### config.mk
export PLATFORM = sky130hd
export DESIGN_NAME = page_frame_allocator
export DESIGN_NICKNAME = d
export VERILOG_FILES = /design/src/rtl/pfa_pkg.sv /design/src/rtl/page_frame_allocator.sv /design/src/rtl/pfa_tag_store.sv /design/src/rtl/pfa_link_store.sv
export SDC_FILE = /design/constraint.sdc
export NUM_CORES = 2
export LEC_CHECK = 0
export BUFFER_PORTS_ARGS = -buffer_cell sky130_fd_sc_hd__clkbuf_2
export CAP_MARGIN = 20
export CORE_MARGIN = 4
export CORE_UTILIZATION = 59
export CTS_CLUSTER_DIAMETER = 30
export CTS_CLUSTER_SIZE = 28
export DETAILED_ROUTE_END_ITERATION = 10
export PLACE_DENSITY_LB_ADDON = 0.25
export SLEW_MARGIN = 20
export SYNTH_ARGS = -nofsm -noshare
export SYNTH_HDL_FRONTEND = slang
export SYNTH_SLANG_ARGS = --single-unit
### constraint.sdc
create_clock -name clk -period 19.7 [get_ports clk]
set_input_delay 4.925 -clock clk [delete_from_list [all_inputs] [get_ports clk]]
set_output_delay 4.925 -clock clk [all_outputs]
set_load 0.02 [all_outputs]
### src/rtl/pfa_pkg.sv
`default_nettype none
// ----------------------------------------------------------------------------
// pfa_pkg
// Shared constants, codes and memory write bundles for the page frame
// allocator.
// ----------------------------------------------------------------------------
package pfa_pkg;

    localparam int NUM_PAGES  = 64;
    localparam int PAGE_SHIFT = 12;

    localparam int IDX_W  = $clog2(NUM_PAGES);
    localparam int LINK_W = IDX_W + 1;
    localparam int CNT_W  = $clog2(NUM_PAGES + 1);
    localparam int TAG_W  = 9;

    localparam logic [LINK_W-1:0] NULL_LINK    = LINK_W'(NUM_PAGES);
    localparam logic [7:0]        KERNEL_OWNER = 8'hFF;

    localparam logic [1:0] OP_ALLOC  = 2'd0;
    localparam logic [1:0] OP_FREE   = 2'd1;
    localparam logic [1:0] OP_LOOKUP = 2'd2;
    localparam logic [1:0] OP_INIT   = 2'd3;

    localparam logic [2:0] ST_OK       = 3'd0;
    localparam logic [2:0] ST_OOM      = 3'd1;
    localparam logic [2:0] ST_ZERO     = 3'd2;
    localparam logic [2:0] ST_NOINIT   = 3'd3;
    localparam logic [2:0] ST_NOTFOUND = 3'd4;

    localparam logic [1:0] CFG_BASE     = 2'd0;
    localparam logic [1:0] CFG_TOTAL    = 2'd1;
    localparam logic [1:0] CFG_RESERVED = 2'd2;

    typedef struct packed {
        logic             we;
        logic [IDX_W-1:0] addr;
        logic [TAG_W-1:0] data;
    } tag_wr_t;

    typedef struct packed {
        logic              we;
        logic [IDX_W-1:0]  addr;
        logic [LINK_W-1:0] data;
    } link_wr_t;

endpackage
`default_nettype wire

### src/rtl/page_frame_allocator.sv
`default_nettype none
// ----------------------------------------------------------------------------
// page_frame_allocator
// Free-list page frame manager with owner tags and link memory.
// ----------------------------------------------------------------------------
// An item is taken when start is high and busy is low; its result is shown
// for one cycle with done high and cannot be held off. Lookup, error cases,
// a repeated init and a free of an empty pool finish straight from idle.
// Init writes each page in the pool (min(page_total, NUM_PAGES)) in turn,
// allocate pops pages off the free list one by one, and free scans each page
// in the pool, all through the single write port of the tag and link
// memories. Configuration is written through cfg_we / cfg_index / cfg_data;
// the user must write it only while busy is low, the block does not enforce it.
module page_frame_allocator
(
    input  wire logic        clk,
    input  wire logic        rst_n,
    input  wire logic        cfg_we,
    input  wire logic [1:0]  cfg_index,
    input  wire logic [31:0] cfg_data,
    input  wire logic        start,
    output logic             busy,
    input  wire logic [1:0]  opcode,
    input  wire logic [7:0]  owner_id,
    input  wire logic [6:0]  req_pages,
    input  wire logic [31:0] address,
    output logic             done,
    output logic [2:0]       status,
    output logic [31:0]      page_address,
    output logic [5:0]       page_index,
    output logic [6:0]       pages_freed,
    output logic [6:0]       pages_in_use,
    output logic [6:0]       peak_pages,
    output logic [31:0]      freed_total
);
    import pfa_pkg::*;

    typedef enum logic [3:0] {
        S_IDLE = 4'b0001,
        S_INIT = 4'b0010,
        S_POP  = 4'b0100,
        S_SCAN = 4'b1000
    } state_t;

    state_t state_reg, state_next;

    logic [31:0]       base_reg;
    logic [6:0]        total_reg;
    logic [6:0]        reserved_reg;

    logic [LINK_W-1:0] head_reg, head_next;
    logic [CNT_W-1:0]  free_len_reg, free_len_next;
    logic [CNT_W-1:0]  alloc_reg, alloc_next;
    logic [CNT_W-1:0]  peak_reg, peak_next;
    logic [31:0]       freed_sum_reg, freed_sum_next;
    logic              ready_reg, ready_next;
    logic [CNT_W-1:0]  idx_reg, idx_next;
    logic [6:0]        remain_reg, remain_next;
    logic [CNT_W-1:0]  cnt_reg, cnt_next;
    logic              first_reg, first_next;
    logic [7:0]        owner_reg, owner_next;
    logic [CNT_W-1:0]  freed_reg, freed_next;
    logic [31:0]       paddr_reg, paddr_next;

    logic              done_reg, done_next;
    logic [2:0]        status_reg, status_next;
    logic [31:0]       page_address_reg, page_address_next;
    logic [5:0]        page_index_reg, page_index_next;
    logic [CNT_W-1:0]  pages_freed_reg, pages_freed_next;

    tag_wr_t           tag_wr;
    link_wr_t          link_wr;
    logic [IDX_W-1:0]  tag_raddr;
    logic [IDX_W-1:0]  link_raddr;
    logic [TAG_W-1:0]  tag_rdata;
    logic [LINK_W-1:0] link_rdata;

    logic [CNT_W-1:0]  n_pages;
    logic [CNT_W-1:0]  r_pages;
    logic [CNT_W-1:0]  idx_inc;
    logic [31:0]       addr_diff;
    logic              lookup_hit;
    logic              accept;
    logic              scan_match;
    logic [CNT_W-1:0]  scan_freed;
    logic [31:0]       pop_addr;

    pfa_tag_store u_tag
    (
        .clk   (clk),
        .rst_n (rst_n),
        .wr    (tag_wr),
        .raddr (tag_raddr),
        .rdata (tag_rdata)
    );

    pfa_link_store u_link
    (
        .clk   (clk),
        .wr    (link_wr),
        .raddr (link_raddr),
        .rdata (link_rdata)
    );

    // pool size and reserved count, clamped
    always_comb
    begin
        if (32'(total_reg) > 32'(NUM_PAGES))
        begin
            n_pages = CNT_W'(NUM_PAGES);
        end
        else
        begin
            n_pages = CNT_W'(total_reg);
        end
        if (32'(reserved_reg) > 32'(n_pages))
        begin
            r_pages = n_pages;
        end
        else
        begin
            r_pages = CNT_W'(reserved_reg);
        end
    end

    assign idx_inc    = idx_reg + CNT_W'(1);
    assign addr_diff  = address - base_reg;
    assign lookup_hit = (addr_diff[PAGE_SHIFT-1:0] == '0)
                     && (32'(addr_diff[31:PAGE_SHIFT]) < 32'(n_pages));
    assign accept     = start && (state_reg == S_IDLE);
    assign scan_match = (tag_rdata == {1'b1, owner_reg});
    assign scan_freed = freed_reg + CNT_W'(scan_match);
    assign pop_addr   = base_reg + (32'(head_reg[IDX_W-1:0]) << PAGE_SHIFT);

    always_comb
    begin
        state_next        = state_reg;
        head_next         = head_reg;
        free_len_next     = free_len_reg;
        alloc_next        = alloc_reg;
        peak_next         = peak_reg;
        freed_sum_next    = freed_sum_reg;
        ready_next        = ready_reg;
        idx_next          = idx_reg;
        remain_next       = remain_reg;
        cnt_next          = cnt_reg;
        first_next        = first_reg;
        owner_next        = owner_reg;
        freed_next        = freed_reg;
        paddr_next        = paddr_reg;
        done_next         = 1'b0;
        status_next       = status_reg;
        page_address_next = page_address_reg;
        page_index_next   = page_index_reg;
        pages_freed_next  = pages_freed_reg;
        tag_wr            = '0;
        link_wr           = '0;
        tag_raddr         = '0;
        link_raddr        = head_reg[IDX_W-1:0];

        case (state_reg)
            S_IDLE:
            begin
                if (accept)
                begin
                    status_next       = ST_OK;
                    page_address_next = '0;
                    page_index_next   = '0;
                    pages_freed_next  = '0;
                    owner_next        = owner_id;
                    idx_next          = '0;
                    freed_next        = '0;
                    first_next        = 1'b1;
                    remain_next       = req_pages;
                    // request size kept for the totals at the end of the pops
                    cnt_next          = CNT_W'(req_pages);
                    if (opcode == OP_INIT)
                    begin
                        if (!ready_reg)
                        begin
                            ready_next     = 1'b1;
                            alloc_next     = r_pages;
                            peak_next      = r_pages;
                            freed_sum_next = '0;
                            free_len_next  = n_pages - r_pages;
                            head_next      = (r_pages < n_pages) ? LINK_W'(r_pages)
                                                                 : NULL_LINK;
                            if (n_pages == '0)
                            begin
                                done_next = 1'b1;
                            end
                            else
                            begin
                                state_next = S_INIT;
                            end
                        end
                        else
                        begin
                            done_next = 1'b1;
                        end
                    end
                    else if (!ready_reg)
                    begin
                        status_next = ST_NOINIT;
                        done_next   = 1'b1;
                    end
                    else if (opcode == OP_ALLOC)
                    begin
                        if (req_pages == '0)
                        begin
                            status_next = ST_ZERO;
                            done_next   = 1'b1;
                        end
                        else if (32'(free_len_reg) < 32'(req_pages))
                        begin
                            status_next = ST_OOM;
                            done_next   = 1'b1;
                        end
                        else
                        begin
                            state_next = S_POP;
                        end
                    end
                    else if (opcode == OP_FREE)
                    begin
                        if (n_pages == '0)
                        begin
                            done_next = 1'b1;
                        end
                        else
                        begin
                            state_next = S_SCAN;
                        end
                    end
                    else
                    begin
                        if (lookup_hit)
                        begin
                            page_index_next = 6'(addr_diff[PAGE_SHIFT+IDX_W-1:PAGE_SHIFT]);
                        end
                        else
                        begin
                            status_next = ST_NOTFOUND;
                        end
                        done_next = 1'b1;
                    end
                end
            end

            S_INIT:
            begin
                tag_wr.we    = 1'b1;
                tag_wr.addr  = IDX_W'(idx_reg);
                tag_wr.data  = (idx_reg < r_pages) ? {1'b1, KERNEL_OWNER} : '0;
                link_wr.we   = 1'b1;
                link_wr.addr = IDX_W'(idx_reg);
                link_wr.data = ((idx_reg >= r_pages) && (idx_inc < n_pages))
                               ? LINK_W'(idx_inc) : NULL_LINK;
                idx_next     = idx_inc;
                if (idx_inc >= n_pages)
                begin
                    state_next = S_IDLE;
                    done_next  = 1'b1;
                end
            end

            S_POP:
            begin
                // link of the current head arrives this cycle
                tag_wr.we    = 1'b1;
                tag_wr.addr  = head_reg[IDX_W-1:0];
                tag_wr.data  = {1'b1, owner_reg};
                link_wr.we   = 1'b1;
                link_wr.addr = head_reg[IDX_W-1:0];
                link_wr.data = NULL_LINK;
                link_raddr   = link_rdata[IDX_W-1:0];
                head_next    = link_rdata;
                first_next   = 1'b0;
                remain_next  = remain_reg - 7'd1;
                if (first_reg)
                begin
                    paddr_next = pop_addr;
                end
                if (remain_reg == 7'd1)
                begin
                    state_next        = S_IDLE;
                    done_next         = 1'b1;
                    page_address_next = first_reg ? pop_addr : paddr_reg;
                    alloc_next        = alloc_reg + cnt_reg;
                    free_len_next     = free_len_reg - cnt_reg;
                    if ((alloc_reg + cnt_reg) > peak_reg)
                    begin
                        peak_next = alloc_reg + cnt_reg;
                    end
                end
            end

            S_SCAN:
            begin
                tag_raddr = IDX_W'(idx_inc);
                if (scan_match)
                begin
                    tag_wr.we    = 1'b1;
                    tag_wr.addr  = IDX_W'(idx_reg);
                    tag_wr.data  = '0;
                    link_wr.we   = 1'b1;
                    link_wr.addr = IDX_W'(idx_reg);
                    link_wr.data = head_reg;
                    head_next    = LINK_W'(idx_reg);
                end
                freed_next = scan_freed;
                idx_next   = idx_inc;
                if (idx_inc >= n_pages)
                begin
                    state_next       = S_IDLE;
                    done_next        = 1'b1;
                    pages_freed_next = scan_freed;
                    alloc_next       = alloc_reg - scan_freed;
                    free_len_next    = free_len_reg + scan_freed;
                    freed_sum_next   = freed_sum_reg + 32'(scan_freed);
                end
            end

            default:
            begin
                state_next = S_IDLE;
            end
        endcase
    end

    always_ff @(posedge clk or negedge rst_n)
    begin
        if (!rst_n)
        begin
            state_reg        <= S_IDLE;
            base_reg         <= '0;
            total_reg        <= 7'd64;
            reserved_reg     <= 7'd1;
            head_reg         <= NULL_LINK;
            free_len_reg     <= '0;
            alloc_reg        <= '0;
            peak_reg         <= '0;
            freed_sum_reg    <= '0;
            ready_reg        <= 1'b0;
            idx_reg          <= '0;
            remain_reg       <= '0;
            cnt_reg          <= '0;
            first_reg        <= 1'b0;
            owner_reg        <= '0;
            freed_reg        <= '0;
            paddr_reg        <= '0;
            done_reg         <= 1'b0;
            status_reg       <= ST_OK;
            page_address_reg <= '0;
            page_index_reg   <= '0;
            pages_freed_reg  <= '0;
        end
        else
        begin
            state_reg        <= state_next;
            head_reg         <= head_next;
            free_len_reg     <= free_len_next;
            alloc_reg        <= alloc_next;
            peak_reg         <= peak_next;
            freed_sum_reg    <= freed_sum_next;
            ready_reg        <= ready_next;
            idx_reg          <= idx_next;
            remain_reg       <= remain_next;
            cnt_reg          <= cnt_next;
            first_reg        <= first_next;
            owner_reg        <= owner_next;
            freed_reg        <= freed_next;
            paddr_reg        <= paddr_next;
            done_reg         <= done_next;
            status_reg       <= status_next;
            page_address_reg <= page_address_next;
            page_index_reg   <= page_index_next;
            pages_freed_reg  <= pages_freed_next;
            if (cfg_we)
            begin
                case (cfg_index)
                    CFG_BASE:     base_reg     <= cfg_data;
                    CFG_TOTAL:    total_reg    <= cfg_data[6:0];
                    CFG_RESERVED: reserved_reg <= cfg_data[6:0];
                    default:      ;
                endcase
            end
        end
    end

    assign busy         = (state_reg != S_IDLE);
    assign done         = done_reg;
    assign status       = status_reg;
    assign page_address = page_address_reg;
    assign page_index   = page_index_reg;
    assign pages_freed  = 7'(pages_freed_reg);
    assign pages_in_use = 7'(alloc_reg);
    assign peak_pages   = 7'(peak_reg);
    assign freed_total  = freed_sum_reg;

    a_alloc_bound: assert property (@(posedge clk) disable iff (!rst_n)
        32'(alloc_reg) <= 32'(NUM_PAGES))
        else $error("allocated count above pool size");

    a_pop_head: assert property (@(posedge clk) disable iff (!rst_n)
        (state_reg == S_POP) |-> (head_reg != NULL_LINK))
        else $error("pop from an empty free list");

    a_err_clean: assert property (@(posedge clk) disable iff (!rst_n)
        (done && (status != ST_OK)) |-> ((pages_freed == '0) && (page_address == '0)))
        else $error("failed item carries a payload");

    a_list_len: assert property (@(posedge clk) disable iff (!rst_n)
        (head_reg == NULL_LINK) |-> (free_len_reg == '0))
        else $error("free list length disagrees with head");

endmodule
`default_nettype wire

### src/rtl/pfa_tag_store.sv
`default_nettype none
// ----------------------------------------------------------------------------
// pfa_tag_store
// Owner tag memory, one read and one write port, registered read. Entries
// never written read as free with no owner.
// ----------------------------------------------------------------------------
module pfa_tag_store
(
    input  wire logic                     clk,
    input  wire logic                     rst_n,
    input  wire pfa_pkg::tag_wr_t         wr,
    input  wire logic [pfa_pkg::IDX_W-1:0] raddr,
    output logic      [pfa_pkg::TAG_W-1:0] rdata
);
    import pfa_pkg::*;

    logic [TAG_W-1:0]     tag_mem [NUM_PAGES];
    logic [TAG_W-1:0]     rd_reg;
    logic [NUM_PAGES-1:0] vld_reg;
    logic                 rd_vld_reg;

    always_ff @(posedge clk)
    begin
        if (wr.we)
        begin
            tag_mem[wr.addr] <= wr.data;
        end
        rd_reg <= tag_mem[raddr];
    end

    always_ff @(posedge clk or negedge rst_n)
    begin
        if (!rst_n)
        begin
            vld_reg    <= '0;
            rd_vld_reg <= 1'b0;
        end
        else
        begin
            if (wr.we)
            begin
                vld_reg[wr.addr] <= 1'b1;
            end
            rd_vld_reg <= vld_reg[raddr];
        end
    end

    assign rdata = rd_vld_reg ? rd_reg : '0;

endmodule
`default_nettype wire

### src/rtl/pfa_link_store.sv
`default_nettype none
// ----------------------------------------------------------------------------
// pfa_link_store
// Next-free link memory, one read and one write port, registered read.
// ----------------------------------------------------------------------------
module pfa_link_store
(
    input  wire logic                      clk,
    input  wire pfa_pkg::link_wr_t         wr,
    input  wire logic [pfa_pkg::IDX_W-1:0]  raddr,
    output logic      [pfa_pkg::LINK_W-1:0] rdata
);
    import pfa_pkg::*;

    logic [LINK_W-1:0] link_mem [NUM_PAGES];
    logic [LINK_W-1:0] rd_reg;

    always_ff @(posedge clk)
    begin
        if (wr.we)
        begin
            link_mem[wr.addr] <= wr.data;
        end
        rd_reg <= link_mem[raddr];
    end

    assign rdata = rd_reg;

endmodule
`default_nettype wire

==> impl_metrics.json <==
{
  "area_delta_synth_final_pct": 18.7,
  "yosys_most_used_dff": "edfxtp_1",
  "final_max_slew_viol_count": 0,
  "cpPeakStageDelay_ns": 0.43,
  "grt.total_usage_pct": 31.0,
  "ys_types": 84,
  "grt_max_degree": 122,
  "holdBufCountCts": 0,
  "fmax_mhz": 108,
  "cts_tree": "yes",
  "p_per_area_nw_per_um2": 137,
  "io-pin-count": 183,
  "grt_pass1_wl_um": 232000,
  "synthMuxAreaShare_pct": 6.69,
  "cts-root-buf": "clkbuf_16",
  "synth.area.top_cells": "edfxtp_1 52%, dfrtp_1 13%, nand2_1 4.3%, mux4_2 3.9%, ha_1 2.7%",
  "hpwlAfterDp_um": 91000,
  "synth_xor_area_share_pct": 1.35,
  "crit_chain": "clkbuf_2, inv_1, ha_1, fa_1, nor2b_1, o2111ai_1, a21oi_1, o21ai_0, nor2b_1, o21ai_0, a21oi_1, o21bai_1, xor2_1, ha_1, nand3b_1, a2111o_1, nor4_1, nand4_1, a2111oi_0, nand4_1, nor4_2, nand4_1, o21ai_1",
  "synth_area_leader_cell": "edfxtp_1",
  "synth_commonest_cells": "960 x edfxtp_1, 644 x nand2_1, 290 x dfrtp_1, 204 x clkbuf_1, 204 x o21ai_0",
  "core_um2": 93500,
  "rsz0062_at_grt": "no",
  "ir_drop_mv": 0.118,
  "port_buffers": 182,
  "crit_buf_inv": 2,
  "clk-insertion-delay-late_ns": 0.82,
  "dr_total_vias": 38100,
  "drtPass1Iterations": 6,
  "cts_made_buffers": 218,
  "yosysWarnings": 0,
  "finalSetupViolCount": 0,
  "synth_top_area_share_pct": 51.7,
  "synthSimpleGateAreaFrac_pct": 9.85,
  "endpoint_kind": "flop",
  "synth_seq_cells": 1268,
  "avgSynthCellArea_um2": 13.1,
  "detail_route.wl_per_cell_um": 26.0,
  "crit_top_cell": "nand4_1",
  "start_util_pct": 59.6,
  "start_kind": "input pin",
  "yosysMostFrequentCell": "edfxtp_1",
  "cts_resized": 0,
  "slew_headroom_pct": 23.0,
  "crit_required_ns": 20.40,
  "criticalPathCategory": "input pin to flop",
  "grt_pass1_vias": 37800,
  "antenna_found_initial": 1,
  "max-cap-violations": 0,
  "worst_clock_skew_ns": 0.0618,
  "ys_async_sr_fraction_pct": 23.1,
  "netlist_instances": 4243,
  "post_cts_buffers": 0,
  "clk_pin_slew_ns": 0.05,
  "final_util_pct": 70.8,
  "tns_ns": 0,
  "slowest_stage": "a21oi_1",
  "hold_path.class": "flop to flop",
  "synth_edf_count": 960,
  "dieArea_um2": 99400,
  "gp_congestion": 0.885,
  "syn_nets": 4456,
  "largest_reg_flops": 576,
  "synth_top_family_by_area": "compound AO/OA/AOI/OAI gates",
  "grt-ovfl-total": 0,
  "cpLargestDelayFamily": "compound AO/OA/AOI/OAI gates",
  "synth_adder_area_share_pct": 2.92,
  "fin_crit_ns": 9.29,
  "die-height_um": 315,
  "p_leak_nw": 25.8,
  "die_w_um": 315,
  "worst_pin_slew_ns": 1.15,
  "drt_wl_total_um": 155000,
  "crit_fanout": 6,
  "drive_above_1_share_pct": 19.2,
  "drt_iter0_markers": 4591,
  "vias_per_cell": 6.40,
  "drc": 0,
  "ys_seq_area_share_pct": 65.4,
  "status": "complete, no violations",
  "timing.final.crit_share_pct": 47.2,
  "clockBufferDepth": 3,
  "detail-route-antenna-nets": 0,
  "placementRows": 112,
  "cts_max_level": 4,
  "clock-sinks": 1268,
  "syn_area_um2": 55700,
  "cp.arrival_ns": 9.99,
  "hold_violations": 0,
  "synth_compound_area_share_pct": 11.1,
  "finalNetCount": 4719
}
final timing paths:
path | startpoint | to | slack (ns) | cells after the start
worst max-delay path | address[0] | page_index[2]$_DFFE_PN0P_ | 10.41 | 23
worst max register to register | total_reg[6]$_DFFE_PN1P_ | u_tag.tag_mem[46][0]$_DFFE_PP_ | 12.89 | 19
worst min-delay path | paddr_reg[30]$_DFFE_PN0P_ | paddr_reg[30]$_DFFE_PN0P_ | 0.47 | 2
worst min register to register | paddr_reg[30]$_DFFE_PN0P_ | paddr_reg[30]$_DFFE_PN0P_ | 0.47 | 2
min in group asynchronous | rst_n | page_address[3]$_DFFE_PN0P_ | 4.23 | 1
max in group asynchronous | rst_n | u_tag.vld_reg[1]$_DFFE_PN0P_ | 13.32 | 3
layout make-up:
class	instances	area [um^2]
multi-input cells	2606	18100
inverters	123	462
fillers	6035	27300
diodes	1	2.50
flip-flops and latches	1268	36500
clock buffers	264	5780
clock inverters	151	2030
repair buffers	289	1740
well taps	1254	1570
power breakdown:
group          switching, mW  internal (mW)  leakage (nW)
registers              0.154           3.08          13.6
logic                   1.24          0.679          8.55
clock network           1.37           2.55          3.70
total                   2.76           6.31          25.8
stage by stage:
stage	worst slack, ns	std cells	hold WS, ns	cell area, um^2	power (mW)
floorplan	10.70	4243	0.428	55700	4.55
global placement	9.67	5538	0.442	58300	5.12
detailed placement	9.65	5539	0.452	58300	5.16
CTS	10.45	5954	0.466	66100	9.08
global route	10.02	5955	0.478	66100	9.41
finish	10.41	5956	0.468	66100	9.07
kinds of logic (layout without fill, tap and decap cells):
| family | Yosys count | after routing |
|---|---|---|
| compound gates | 932 | 932 |
| xor+xnor | 86 | 86 |
| fa+ha+maj | 126 | 126 |
| buf+inv | 369 | 827 |
| flops | 1268 | 1268 |
| mux | 249 | 249 |
| other cells | 0 | 1 |
| simple gates | 1213 | 1213 |
per-layer routing:
layer | GRT usage (%) | share of wire [%] | vias to the layer above
met5 | 0 | 0 | -
met4 | 14.1 | 4.4 | 0
met3 | 6.92 | 9.4 | 377
met2 | 48.6 | 47 | 2166
met1 | 41.9 | 39 | 19000
li1 | - | - | 16700
cell usage in the layout (no fill, tap or decap), types with 21 or more instances in the layout:
cell        synthesis  routed
a2111oi_0          38      38
a211oi_1           78      78
a21o_1             38      38
a21oi_1           156     155
a311oi_1           57      57
a31oi_1            45      45
and2_1             23      23
and3_1             57      57
buf_4               3     105
bufinv_16           0      33
clkbuf_1          204      31
clkbuf_16           0     218
clkbuf_2            1     181
clkinv_2            0      23
clkinvlp_4          0      32
dfrtp_1           290     288
edfxtp_1          960     960
ha_1              119     119
inv_1             122     122
mux2_2             28      28
mux2i_1           125     121
mux4_2             96      96
nand2_1           644     629
nand3_1           118     118
nand4_1            21      21
nor2_1            172     140
nor2_2              0      24
nor2b_1            27      27
nor3_1             23      23
o211ai_1           42      42
o21ai_0           204     197
o21bai_1           25      25
o22ai_1            81      81
o31ai_1            26      26
or2_2              37      37
xnor2_1            65      65
xor2_1             21      21
worst register-to-register path: stages, from the launching register on:
cell and delay (ns):
dfstp_2 0.61, inv_1 0.14, nand2_1 0.25, ha_1 0.30
nor2b_1 0.14, o21ai_0 0.16, a21oi_1 0.09, a211oi_1 0.38
o21bai_1 0.43, mux2i_1 0.71, ha_1 0.37, nor2b_1 0.14
o21a_1 0.17, o21a_1 0.18, o21a_1 0.17, o21a_1 0.16
o21ai_0 0.25, nand3_1 0.55, nand2_2 0.77, buf_4 0.54
Power figures use the tool's default switching activity.
